### src/rtl/ascii_to_int64_parser_defines.svh
// ============================================================================
// ascii_to_int64_parser assertion macros
// Concurrent assertion wrappers that fall away when SYNTH is defined.
// ============================================================================
`ifndef ASCII_TO_INT64_PARSER_DEFINES_SVH
`define ASCII_TO_INT64_PARSER_DEFINES_SVH

`ifndef SYNTH
// Checks a property on every clock edge outside reset.
`define A2I_ASSERT(name, prop) \
    name: assert property (@(posedge clk) disable iff (!rst_n) prop) \
        else $error("a2i assertion failed");
// Checks a property on every clock edge, reset included.
`define A2I_ASSERT_ALWAYS(name, prop) \
    name: assert property (@(posedge clk) prop) \
        else $error("a2i assertion failed");
`else
`define A2I_ASSERT(name, prop)
`define A2I_ASSERT_ALWAYS(name, prop)
`endif

`endif

### src/rtl/a2i_pkg.sv
// ============================================================================
// a2i_pkg
// Types, codes and character constants of the ASCII to int64 parser.
// ============================================================================
package a2i_pkg;

    localparam logic [7:0] MAX_WINDOW = 8'd255;

    localparam logic [7:0] CHAR_ZERO  = 8'h30;
    localparam logic [7:0] CHAR_NINE  = 8'h39;
    localparam logic [7:0] CHAR_UP_A  = 8'h41;
    localparam logic [7:0] CHAR_UP_Z  = 8'h5A;
    localparam logic [7:0] CHAR_LO_A  = 8'h61;
    localparam logic [7:0] CHAR_LO_Z  = 8'h7A;
    localparam logic [7:0] CHAR_UP_X  = 8'h58;
    localparam logic [7:0] CHAR_LO_X  = 8'h78;
    localparam logic [7:0] CHAR_MINUS = 8'h2D;
    localparam logic [7:0] CHAR_PLUS  = 8'h2B;
    localparam logic [7:0] UP_LETTER_BIAS = CHAR_UP_A - 8'd10;
    localparam logic [7:0] LO_LETTER_BIAS = CHAR_LO_A - 8'd10;
    localparam logic [7:0] DIGIT_NONE = 8'd255;

    localparam logic [63:0] VALUE_MAX = 64'h7FFF_FFFF_FFFF_FFFF;
    localparam logic [63:0] VALUE_MIN = 64'h8000_0000_0000_0000;

    localparam logic [5:0] BASE_AUTO    = 6'd0;
    localparam logic [5:0] BASE_OCTAL   = 6'd8;
    localparam logic [5:0] BASE_DECIMAL = 6'd10;
    localparam logic [5:0] BASE_HEX     = 6'd16;

    localparam logic [1:0] REG_NUMBER_BASE  = 2'd0;
    localparam logic [1:0] REG_SIGN_ALLOWED = 2'd1;

    localparam logic [1:0] STATUS_OK       = 2'd0;
    localparam logic [1:0] STATUS_NO_VALUE = 2'd1;
    localparam logic [1:0] STATUS_OVERFLOW = 2'd2;

    typedef enum logic [3:0] {
        PH_START  = 4'b0001,
        PH_BASE   = 4'b0010,
        PH_ZERO   = 4'b0100,
        PH_DIGITS = 4'b1000
    } phase_t;

    typedef enum logic [1:0] {
        DS_NONE = 2'd0,
        DS_OK   = 2'd1,
        DS_OVER = 2'd2
    } digit_status_t;

    function automatic logic [7:0] digit_value(input logic [7:0] c);
        logic [7:0] d;
        if (c >= CHAR_ZERO && c <= CHAR_NINE)
        begin
            d = c - CHAR_ZERO;
        end
        else if (c >= CHAR_UP_A && c <= CHAR_UP_Z)
        begin
            d = c - UP_LETTER_BIAS;
        end
        else if (c >= CHAR_LO_A && c <= CHAR_LO_Z)
        begin
            d = c - LO_LETTER_BIAS;
        end
        else
        begin
            d = DIGIT_NONE;
        end
        return d;
    endfunction

endpackage

### src/rtl/ascii_to_int64_parser.sv
// ============================================================================
// ascii_to_int64_parser
// Converts a window of ASCII bytes to a signed 64-bit integer in the manner
// of strtoll, with optional sign, base detection and overflow reporting.
// ============================================================================
//
// Channel  Handshake            Payload                    Direction
// -------  -------------------  -------------------------  ---------
// in       in_valid/in_ready    char_byte, window_end      into block
// out      out_valid/out_ready  status, value, consumed    out of block
// cfg      cfg_valid/cfg_ready  cfg_index, cfg_data        into block
//
// Each byte is registered, then folded into the window state by one
// multiply-accumulate with the base; one item per cycle while the input is not stalled.
// The result of a window is loaded into the result register when its last byte leaves the byte register.
// A last byte waits while the result register holds an item not yet taken,
// and the input stalls behind it. The configuration port is always ready.
// Reset clears the window state and selects automatic base detection with signs accepted.
`include "ascii_to_int64_parser_defines.svh"

module ascii_to_int64_parser
(
    input  logic               clk,
    input  logic               rst_n,
    input  logic               in_valid,
    output logic               in_ready,
    input  logic [7:0]         char_byte,
    input  logic               window_end,
    output logic               out_valid,
    input  logic               out_ready,
    output logic [1:0]         status,
    output logic signed [63:0] value,
    output logic [7:0]         consumed,
    input  logic               cfg_valid,
    output logic               cfg_ready,
    input  logic [1:0]         cfg_index,
    input  logic [5:0]         cfg_data
);

    logic [5:0] number_base_reg;
    logic       sign_allowed_reg;

    logic       s1_valid_reg;
    logic [7:0] s1_byte_reg;
    logic       s1_end_reg;
    logic       s1_adv;

    a2i_pkg::phase_t        phase_reg, phase_next;
    logic [63:0]            acc_reg, acc_next;
    logic                   neg_reg, neg_next;
    logic [5:0]             base_reg, base_next;
    a2i_pkg::digit_status_t ds_reg, ds_next;
    logic [7:0]             count_reg, count_next;
    logic                   stopped_reg, stopped_next;

    logic        out_valid_reg;
    logic [1:0]  out_status_reg;
    logic [63:0] out_mag_reg;
    logic        out_neg_reg;
    logic [7:0]  out_count_reg;

    logic [1:0]  res_status;
    logic [63:0] res_mag;
    logic        res_neg;
    logic [7:0]  res_count;

    logic        take;
    logic        is_sign;
    logic        auto_zero;
    logic        choose;
    logic        do_digit;
    logic [5:0]  picked_base;
    logic [5:0]  digit_base;
    logic [7:0]  dig;
    logic [63:0] limit;
    logic [69:0] prod;
    logic        ovf;

    assign cfg_ready = 1'b1;

    always_ff @(posedge clk or negedge rst_n)
    begin
        if (!rst_n)
        begin
            number_base_reg  <= a2i_pkg::BASE_AUTO;
            sign_allowed_reg <= 1'b1;
        end
        else if (cfg_valid)
        begin
            unique case (cfg_index)
                a2i_pkg::REG_NUMBER_BASE:  number_base_reg  <= cfg_data;
                a2i_pkg::REG_SIGN_ALLOWED: sign_allowed_reg <= cfg_data[0];
                default: ;
            endcase
        end
    end

    assign s1_adv   = s1_valid_reg && (!s1_end_reg || !out_valid_reg || out_ready);
    assign in_ready = !s1_valid_reg || s1_adv;

    always_ff @(posedge clk or negedge rst_n)
    begin
        if (!rst_n)
        begin
            s1_valid_reg <= 1'b0;
        end
        else if (in_ready)
        begin
            s1_valid_reg <= in_valid;
        end
    end

    always_ff @(posedge clk)
    begin
        if (in_ready && in_valid)
        begin
            s1_byte_reg <= char_byte;
            s1_end_reg  <= window_end;
        end
    end

    assign take      = !stopped_reg && (count_reg < a2i_pkg::MAX_WINDOW);
    assign is_sign   = sign_allowed_reg &&
                       (s1_byte_reg == a2i_pkg::CHAR_MINUS ||
                        s1_byte_reg == a2i_pkg::CHAR_PLUS);
    assign auto_zero = (number_base_reg == a2i_pkg::BASE_AUTO ||
                        number_base_reg == a2i_pkg::BASE_HEX) &&
                       s1_byte_reg == a2i_pkg::CHAR_ZERO;
    assign picked_base = (number_base_reg == a2i_pkg::BASE_AUTO) ?
                         a2i_pkg::BASE_DECIMAL : number_base_reg;
    assign digit_base = (phase_reg == a2i_pkg::PH_START ||
                         phase_reg == a2i_pkg::PH_BASE) ? picked_base : base_reg;
    assign dig   = a2i_pkg::digit_value(s1_byte_reg);
    assign limit = neg_reg ? a2i_pkg::VALUE_MIN : a2i_pkg::VALUE_MAX;
    // The product stays exact in 70 bits, so comparing it with the limit
    // gives the same answer as the per-base cutoff test.
    assign prod  = 70'(acc_reg) * 70'(digit_base) + 70'(dig);
    assign ovf   = prod > 70'(limit);

    always_comb
    begin
        phase_next   = phase_reg;
        acc_next     = acc_reg;
        neg_next     = neg_reg;
        base_next    = base_reg;
        ds_next      = ds_reg;
        count_next   = count_reg;
        stopped_next = stopped_reg;
        choose       = 1'b0;
        do_digit     = 1'b0;

        if (take)
        begin
            unique case (phase_reg)
                a2i_pkg::PH_START:
                begin
                    if (is_sign)
                    begin
                        neg_next   = (s1_byte_reg == a2i_pkg::CHAR_MINUS);
                        count_next = count_reg + 8'd1;
                        phase_next = a2i_pkg::PH_BASE;
                    end
                    else
                    begin
                        choose = 1'b1;
                    end
                end
                a2i_pkg::PH_BASE:
                begin
                    choose = 1'b1;
                end
                a2i_pkg::PH_ZERO:
                begin
                    phase_next = a2i_pkg::PH_DIGITS;
                    if (s1_byte_reg == a2i_pkg::CHAR_LO_X ||
                        s1_byte_reg == a2i_pkg::CHAR_UP_X)
                    begin
                        base_next  = a2i_pkg::BASE_HEX;
                        ds_next    = a2i_pkg::DS_NONE;
                        count_next = count_reg + 8'd1;
                    end
                    else
                    begin
                        do_digit = 1'b1;
                    end
                end
                a2i_pkg::PH_DIGITS:
                begin
                    do_digit = 1'b1;
                end
                default: ;
            endcase

            if (choose)
            begin
                if (auto_zero)
                begin
                    base_next  = (number_base_reg == a2i_pkg::BASE_HEX) ?
                                 a2i_pkg::BASE_HEX : a2i_pkg::BASE_OCTAL;
                    ds_next    = a2i_pkg::DS_OK;
                    acc_next   = '0;
                    count_next = count_reg + 8'd1;
                    phase_next = a2i_pkg::PH_ZERO;
                end
                else
                begin
                    base_next  = picked_base;
                    phase_next = a2i_pkg::PH_DIGITS;
                    do_digit   = 1'b1;
                end
            end

            if (do_digit)
            begin
                if (dig >= {2'b00, digit_base})
                begin
                    stopped_next = 1'b1;
                end
                else
                begin
                    if (ds_reg == a2i_pkg::DS_OVER || ovf)
                    begin
                        ds_next = a2i_pkg::DS_OVER;
                    end
                    else
                    begin
                        ds_next  = a2i_pkg::DS_OK;
                        acc_next = prod[63:0];
                    end
                    count_next = count_reg + 8'd1;
                end
            end
        end

        if (count_next >= a2i_pkg::MAX_WINDOW)
        begin
            stopped_next = 1'b1;
        end
    end

    always_comb
    begin
        res_status = a2i_pkg::STATUS_NO_VALUE;
        res_mag    = '0;
        res_neg    = 1'b0;
        res_count  = '0;
        if (phase_next == a2i_pkg::PH_ZERO || phase_next == a2i_pkg::PH_DIGITS)
        begin
            if (ds_next == a2i_pkg::DS_OK)
            begin
                res_status = a2i_pkg::STATUS_OK;
                res_mag    = acc_next;
                res_neg    = neg_next;
                res_count  = count_next;
            end
            else if (ds_next == a2i_pkg::DS_OVER)
            begin
                res_status = a2i_pkg::STATUS_OVERFLOW;
                res_mag    = neg_next ? a2i_pkg::VALUE_MIN : a2i_pkg::VALUE_MAX;
                res_neg    = neg_next;
            end
        end
    end

    always_ff @(posedge clk or negedge rst_n)
    begin
        if (!rst_n)
        begin
            phase_reg   <= a2i_pkg::PH_START;
            acc_reg     <= '0;
            neg_reg     <= 1'b0;
            base_reg    <= '0;
            ds_reg      <= a2i_pkg::DS_NONE;
            count_reg   <= '0;
            stopped_reg <= 1'b0;
        end
        else if (s1_adv)
        begin
            if (s1_end_reg)
            begin
                phase_reg   <= a2i_pkg::PH_START;
                acc_reg     <= '0;
                neg_reg     <= 1'b0;
                base_reg    <= '0;
                ds_reg      <= a2i_pkg::DS_NONE;
                count_reg   <= '0;
                stopped_reg <= 1'b0;
            end
            else
            begin
                phase_reg   <= phase_next;
                acc_reg     <= acc_next;
                neg_reg     <= neg_next;
                base_reg    <= base_next;
                ds_reg      <= ds_next;
                count_reg   <= count_next;
                stopped_reg <= stopped_next;
            end
        end
    end

    always_ff @(posedge clk or negedge rst_n)
    begin
        if (!rst_n)
        begin
            out_valid_reg <= 1'b0;
        end
        else if (s1_adv && s1_end_reg)
        begin
            out_valid_reg <= 1'b1;
        end
        else if (out_ready)
        begin
            out_valid_reg <= 1'b0;
        end
    end

    always_ff @(posedge clk)
    begin
        if (s1_adv && s1_end_reg)
        begin
            out_status_reg <= res_status;
            out_mag_reg    <= res_mag;
            out_neg_reg    <= res_neg;
            out_count_reg  <= res_count;
        end
    end

    assign out_valid = out_valid_reg;
    assign status    = out_status_reg;
    assign consumed  = out_count_reg;
    assign value     = out_neg_reg ? (~out_mag_reg + 64'd1) : out_mag_reg;

    `A2I_ASSERT(a_consumed_only_ok,
        out_valid |-> (status == a2i_pkg::STATUS_OK) || (consumed == 8'd0))
    `A2I_ASSERT(a_overflow_saturates,
        (out_valid && status == a2i_pkg::STATUS_OVERFLOW) |->
            (value == a2i_pkg::VALUE_MAX) || (value == a2i_pkg::VALUE_MIN))
    `A2I_ASSERT(a_window_cleared,
        (s1_adv && s1_end_reg) |=>
            (phase_reg == a2i_pkg::PH_START) && (count_reg == 8'd0) && !stopped_reg)
    `A2I_ASSERT(a_stall_only_on_full_result,
        !in_ready |-> out_valid && !out_ready && s1_end_reg)

endmodule
### config.mk
export PLATFORM = sky130hd
export DESIGN_NAME = ascii_to_int64_parser
export DESIGN_NICKNAME = d
export VERILOG_FILES = /design/src/rtl/a2i_pkg.sv /design/src/rtl/ascii_to_int64_parser.sv
export VERILOG_INCLUDE_DIRS = /design/src /design/src/rtl
export SDC_FILE = /design/constraint.sdc
export NUM_CORES = 2
export LEC_CHECK = 0
export BUFFER_PORTS_ARGS = -buffer_cell sky130_fd_sc_hd__buf_2
export CAP_MARGIN = 0
export CORE_AREA = 2 2 214 216
export DETAILED_ROUTE_END_ITERATION = 6
export DIE_AREA = 0 0 216 218
export GPL_ROUTABILITY_DRIVEN = 0
export GPL_TIMING_DRIVEN = 0
export PLACE_DENSITY = 0.72
export SETUP_SLACK_MARGIN = 0.05
export SKIP_LAST_GASP = 1
export SLEW_MARGIN = 40
export SYNTH_ARGS = -nofsm -noshare
export SYNTH_HDL_FRONTEND = slang
export SYNTH_SLANG_ARGS = --single-unit
### constraint.sdc
create_clock -name clk -period 17.7 [get_ports clk]
set_input_delay 5.31 -clock clk [delete_from_list [all_inputs] [get_ports clk]]
set_output_delay 5.31 -clock clk [all_outputs]
set_load 0.05 [all_outputs]
# After elaboration in Yosys (flattened, before gate mapping)
# Cells that the tools add are included.
# W data, S select, Z words.
[totals]
wordCells = 161
regBits = 179
[classes]
order_cmp = 10
n_bitwise = 2
n_mul = 1
add_sub_neg = 6
muxes = 71
eq_ne = 16
n_reduce_logical = 37
[ops]
columns = ["operator", "count"]
rows = [
  ["$mux W64", 12],
  ["$mux W8", 11],
  ["$add A70 B8 Y70", 1],
  ["$gt A70 B64 Y1", 1],
  ["$mul A64 B6 Y70", 1],
  ["$add A64 B1 Y64 const B", 1],
  ["$not A64 Y64", 1],
  ["$mux W6", 8],
  ["$eq A8 B6 Y1 const B", 3],
  ["$mux W1", 20],
  ["$mux W2", 10],
  ["$mux W4", 5],
  ["$eq A8 B7 Y1 const B", 2],
  ["$ge A8 B7 Y1 const B", 2],
  ["$le A8 B7 Y1 const B", 2],
  ["$pmux W8 S2", 1],
  ["$sub A8 B6 Y8 const B", 2],
  ["$reduce_bool A3 Y1", 5],
  ["$logic_and A1 B1 Y1", 9],
  ["$logic_or A1 B1 Y1", 9],
  ["$add A8 B1 Y8 const B", 1],
  ["$eq A4 B3 Y1 const B", 2],
  ["$eq A4 B4 Y1 const B", 2],
  ["$ge A8 B6 Y1", 1],
  ["other kinds (21)", 31],
]

# Longest topological paths before layout
[depth]
word_depth = 15
mapped_depth = 45

# Worst setup path before layout
# Ideal clock, no wire load.
[synth_path]
kind = "input to output"
startpoint = "in out_ready"
endpoint = "out in_ready"
t_arrival_ns = 5.890
setup_slack_ns = 6.500
cell_stages = 1
t_required_ns = 12.390
path_buffers = 0
path_cell_list = "nand4b_1"
[synth_via]
elab_chain_cells = 3
[synth_lines]
columns = ["element", "line", "text"]
rows = [
  ["start, declared", "ascii_to_int64_parser.sv:30", "input logic out_ready,"],
  ["$logic_or A1 B1 Y1", "ascii_to_int64_parser.sv:98", "assign s1_adv = s1_valid_reg && (!s1_end_reg || !out_valid_reg || out_ready);"],
  ["$logic_and A1 B1 Y1", "ascii_to_int64_parser.sv:98", ""],
  ["$logic_or A1 B1 Y1", "ascii_to_int64_parser.sv:99", "assign in_ready = !s1_valid_reg || s1_adv;"],
  ["end, declared", "ascii_to_int64_parser.sv:26", "output logic in_ready,"],
]
# Every way passes these cells.

# Worst setup path after layout
[layout_path]
startpoint = "reg phase_reg[0]"
endpoint = "reg out_mag_reg[33], data pin"
[layout_via]
elab_chain_cells = 14
[layout_lines]
columns = ["element", "line", "text"]
rows = [
  ["start, declared", "ascii_to_int64_parser.sv:48", "a2i_pkg::phase_t phase_reg, phase_next;"],
  ["start signal, assigned", "ascii_to_int64_parser.sv:269", "phase_reg <= a2i_pkg::PH_START;"],
  ["start signal, assigned", "ascii_to_int64_parser.sv:281", "phase_reg <= a2i_pkg::PH_START;"],
  ["start signal, assigned", "ascii_to_int64_parser.sv:291", "phase_reg <= phase_next;"],
  ["$eq A4 B1 Y1 or $eq A4 B2 Y1 (tied branches)", "ascii_to_int64_parser.sv:131, ascii_to_int64_parser.sv:154, ascii_to_int64_parser.sv:132", ""],
  ["$logic_or A1 B1 Y1", "ascii_to_int64_parser.sv:131", "assign digit_base = (phase_reg == a2i_pkg::PH_START ||"],
  ["$mux W6", "ascii_to_int64_parser.sv:132", "phase_reg == a2i_pkg::PH_BASE) ? picked_base : base_reg;"],
  ["$mul A64 B6 Y70", "ascii_to_int64_parser.sv:137", "assign prod = 70'(acc_reg) * 70'(digit_base) + 70'(dig);"],
  ["$add A70 B8 Y70", "ascii_to_int64_parser.sv:137", ""],
  ["$gt A70 B64 Y1", "ascii_to_int64_parser.sv:138", "assign ovf = prod > 70'(limit);"],
  ["$logic_or A1 B1 Y1", "ascii_to_int64_parser.sv:221", "if (ds_reg == a2i_pkg::DS_OVER || ovf)"],
  ["$mux W2", "ascii_to_int64_parser.sv:221", ""],
  ["$mux W2", "ascii_to_int64_parser.sv:215", "if (dig >= {2'b00, digit_base})"],
  ["$mux W2", "ascii_to_int64_parser.sv:213", "if (do_digit)"],
  ["$mux W2", "ascii_to_int64_parser.sv:152", "if (take)"],
  ["$eq A2 B2 Y1", "ascii_to_int64_parser.sv:256", "else if (ds_next == a2i_pkg::DS_OVER)"],
  ["$mux W64", "ascii_to_int64_parser.sv:256", ""],
  ["$mux W64", "ascii_to_int64_parser.sv:249", "if (ds_next == a2i_pkg::DS_OK)"],
  ["end signal, assigned", "ascii_to_int64_parser.sv:323", "out_mag_reg <= res_mag;"],
  ["end, declared", "ascii_to_int64_parser.sv:58", "logic [63:0] out_mag_reg;"],
]
# Several ways; a longest one is shown, not always the timed one. The select of a mux whose other input is x is not followed.
# A chain may end at the register's enable or synchronous reset.

==> impl_metrics.tcl <==
set metrics [dict create \
    status "finished clean" \
    grt_util_all_layers_pct 31.4 \
    irDropWorstVdd_mv 0.0709 \
    synth_ff_type "dfrtp_1" \
    hold_viol 0 \
    clock-sinks 179 \
    async_flop_share_pct 53.1 \
    hold_path.class "reg -> reg" \
    fmax_mhz 69.2 \
    slowest_stage "a2111oi_0" \
    initial_utilization_pct 54.3 \
    worstPathRequired_ns 18.04 \
    syn_nets 3235 \
    crit_type "reg -> reg" \
    p_comb_share_pct 37.7 \
    num_vias 21500 \
    dr.pass1.iters 6 \
    grt_max_degree 64 \
    cts_made_buffers 17 \
    slew_headroom_pct 37.7 \
    crit_buf_inv 8 \
    crit_fanout 10 \
    dieArea_um2 47100 \
    synth_area_leaders "fa_1 (21%), ha_1 (12%), edfxtp_1 (10%)" \
    clock_power_share_pct 28.1 \
    p_switching_mw 0.629 \
    cts-root-buf "clkbuf_16" \
    seq_power_share_pct 34.2 \
    ys_seq_area_share_pct 20.1 \
    synth.distinct_cells 81 \
    nFillCells 3928 \
    ys_warn_count 0 \
    post_cts_buffers 0 \
    wirelength_um 72000 \
    antenna_cells 0 \
    min_period_ns 14.46 \
    tightestPinTransition_ns 0.935 \
    fin_skew_ns 0.0231 \
    drc 0 \
    startpoint_type "flip-flop" \
    area_delta_synth_final_pct 8.24 \
    worst_ep_arrival_time_ns 14.80 \
    netlist_area_um2 24400 \
    syn_area_per_cell_um2 8.92 \
    cts_hold_buf 0 \
    grt_pass1_vias 21400 \
    path_delay_family "compound AO/OA/AOI/OAI gates" \
    synth_top_cell_by_area "fa_1" \
    clk_latency_ns 0.51 \
    die_y_um 218 \
    syn_inst 2733 \
    port_buffers 97 \
    rows 78 \
    ys_ff_latch 179 \
    htree_levels 4 \
    design_power_total_mw 1.40 \
    drive_gt1_share_pct 7.63 \
    cts.repair.resized 0 \
    layout.nets 3358 \
    grt_pass1_wl_um 115000 \
    p_int_mw 0.774 \
    rsz0062_at_grt "no" \
    setup_viol 0 \
    p_leak_nw 12.7 \
    grt.overflow.total 0 \
    ios 99 \
    antenna_found_initial 3 \
    switching_share_pct 44.8 \
    path_clk_slew_ns 0.07 \
    die_width_um 216 \
    post_drt_wl_per_cell_um 20.8 \
    cap_violations 0 \
    drt_iter0_drc 1987 \
    ant_nets 0 \
    endpoint_kind "flip-flop" \
    dp_hpwl_um 58300 \
    synth_edf_count 84 \
    cts_buffer_depth 2 \
    tritoncts "built" \
    power_density_nw_per_um2 53.2 \
    viasPerCell 6.19 \
    finalSetupTns_ns 0 \
    cpPeakStageDelay_ns 0.72 \
    synth_top_area_share_pct 20.9 \
    core_um2 44900 \
    period_share_pct 81.7 \
    drv_slew 0 \
]
-- kinds of logic after synthesis --
kind of cell / share of synthesized area (%)
adders and majority gates: 32.5
DFF: 20.1
muxes: 0.770
and+or+nand+nor: 17.9
AOI/OAI and AO/OA: 16.9
xor gates and xnor gates: 4.74
other: 0.0154
buffers and inverters: 7.08
-- final cells by class --
cell class	count	area [um2]	share of cell area, %
clock inverter	14	141	0.536
sequential	179	4910	18.6
tap	600	751	2.85
buffer	165	669	2.54
timing repair buffer	104	604	2.29
inverter	285	1070	4.07
multi-input combinational	2104	17800	67.4
clock buffer	18	450	1.71
-- worst min-delay path: stages, from the launching register on --
cell	delay (ns)
dfrtp_1	0.35
nand2_1	0.05
nand2_1	0.05
-- power groups by stage --
stage	Sequential (mW)	Clock (mW)	Combinational, mW
global placement	0.487	0	0.498
floorplan	0.484	0	0.295
detailed placement	0.487	0	0.512
global route	0.482	0.416	0.558
CTS	0.479	0.400	0.514
finish	0.480	0.394	0.529
-- final timing paths --
kind / endpoint / startpoint / cells past startpoint / slack [ns]
worst max-delay path: out_mag_reg[33] / phase_reg[0] / 43 / 3.24
worst min-delay path: base_reg[4] / base_reg[4] / 2 / 0.48
worst max register to register: out_mag_reg[33] / phase_reg[0] / 43 / 3.24
worst min register to register: base_reg[4] / base_reg[4] / 2 / 0.48
max in group asynchronous: acc_reg[51] / rst_n / 2 / 12.38
min in group asynchronous: phase_reg[1] / rst_n / 1 / 4.72
-- Yosys cell counts (7+ instances only) --
| cell | count |
|---|---|
| or2_2 | 14 |
| o31ai_1 | 33 |
| nand3_1 | 35 |
| o21bai_1 | 18 |
| a21oi_1 | 133 |
| nor4_1 | 15 |
| inv_1 | 285 |
| a21o_1 | 37 |
| nand2b_1 | 19 |
| mux2_2 | 14 |
| ha_1 | 226 |
| edfxtp_1 | 84 |
| buf_1 | 33 |
| and3_1 | 16 |
| a31oi_1 | 9 |
| o41ai_1 | 10 |
| nor2_1 | 98 |
| clkbuf_1 | 120 |
| a211oi_1 | 11 |
| a221oi_1 | 9 |
| fa_1 | 254 |
| o21a_1 | 12 |
| a22o_1 | 69 |
| a21boi_0 | 7 |
| nand2_1 | 385 |
| or3_1 | 16 |
| a221o_1 | 64 |
| xor2_1 | 33 |
| o211ai_1 | 11 |
| nor2b_1 | 15 |
| dfrtp_1 | 93 |
| nand4_1 | 38 |
| xnor2_1 | 99 |
| nor3_1 | 26 |
| o21ai_0 | 115 |
| and2_1 | 169 |
| buf_2 | 8 |
-- through the flow --
step	hold slack (ns)	instance area, um2	util, %	worst slack, ns	std cells
6_report	0.485	26400	58.8	3.24	3469
5_1_grt	0.509	26400	58.8	2.95	3469
4_1_cts	0.483	26400	58.7	3.43	3468
3_5_place_dp	0.463	25800	57.4	3.45	3436
3_3_place_gp	0.450	25600	57.1	2.04	3430
2_1_floorplan	0.433	24400	-	6.50	2733
-- routing by layer --
metal	part of all wire [%]	vias up	track usage, %
met3	9.0	164	6.92
li1	-	9629	-
met4	4.2	0	12.9
met5	0	-	0
met2	46	999	50.6
met1	41	10700	41.1
-- cells in the final DEF, fill, tap and decap left out, types with 7 or more instances in the layout --
| cell type | netlist | final |
|---|---|---|
| nand2_1 | 385 | 385 |
| inv_1 | 285 | 284 |
| fa_1 | 254 | 254 |
| ha_1 | 226 | 226 |
| and2_1 | 169 | 169 |
| a21oi_1 | 133 | 133 |
| o21ai_0 | 115 | 115 |
| clkbuf_1 | 120 | 111 |
| buf_2 | 8 | 105 |
| xnor2_1 | 99 | 99 |
| nor2_1 | 98 | 98 |
| dfrtp_1 | 93 | 92 |
| edfxtp_1 | 84 | 84 |
| a22o_1 | 69 | 69 |
| a221o_1 | 64 | 64 |
| nand4_1 | 38 | 38 |
| a21o_1 | 37 | 37 |
| nand3_1 | 35 | 35 |
| xor2_1 | 33 | 33 |
| buf_1 | 33 | 32 |
| o31ai_1 | 33 | 32 |
| nor3_1 | 26 | 24 |
| nand2b_1 | 19 | 19 |
| o21bai_1 | 18 | 18 |
| clkbuf_16 | 0 | 18 |
| and3_1 | 16 | 16 |
| or3_1 | 16 | 16 |
| nor2b_1 | 15 | 15 |
| mux2_2 | 14 | 14 |
| or2_2 | 14 | 14 |
| nor4_1 | 15 | 13 |
| o21a_1 | 12 | 12 |
| o211ai_1 | 11 | 11 |
| a211oi_1 | 11 | 11 |
| o41ai_1 | 10 | 10 |
| clkbuf_2 | 0 | 9 |
| a221oi_1 | 9 | 9 |
| a31oi_1 | 9 | 9 |
| a21boi_0 | 7 | 7 |
Note: power is estimated with default switching activity, not from simulation.
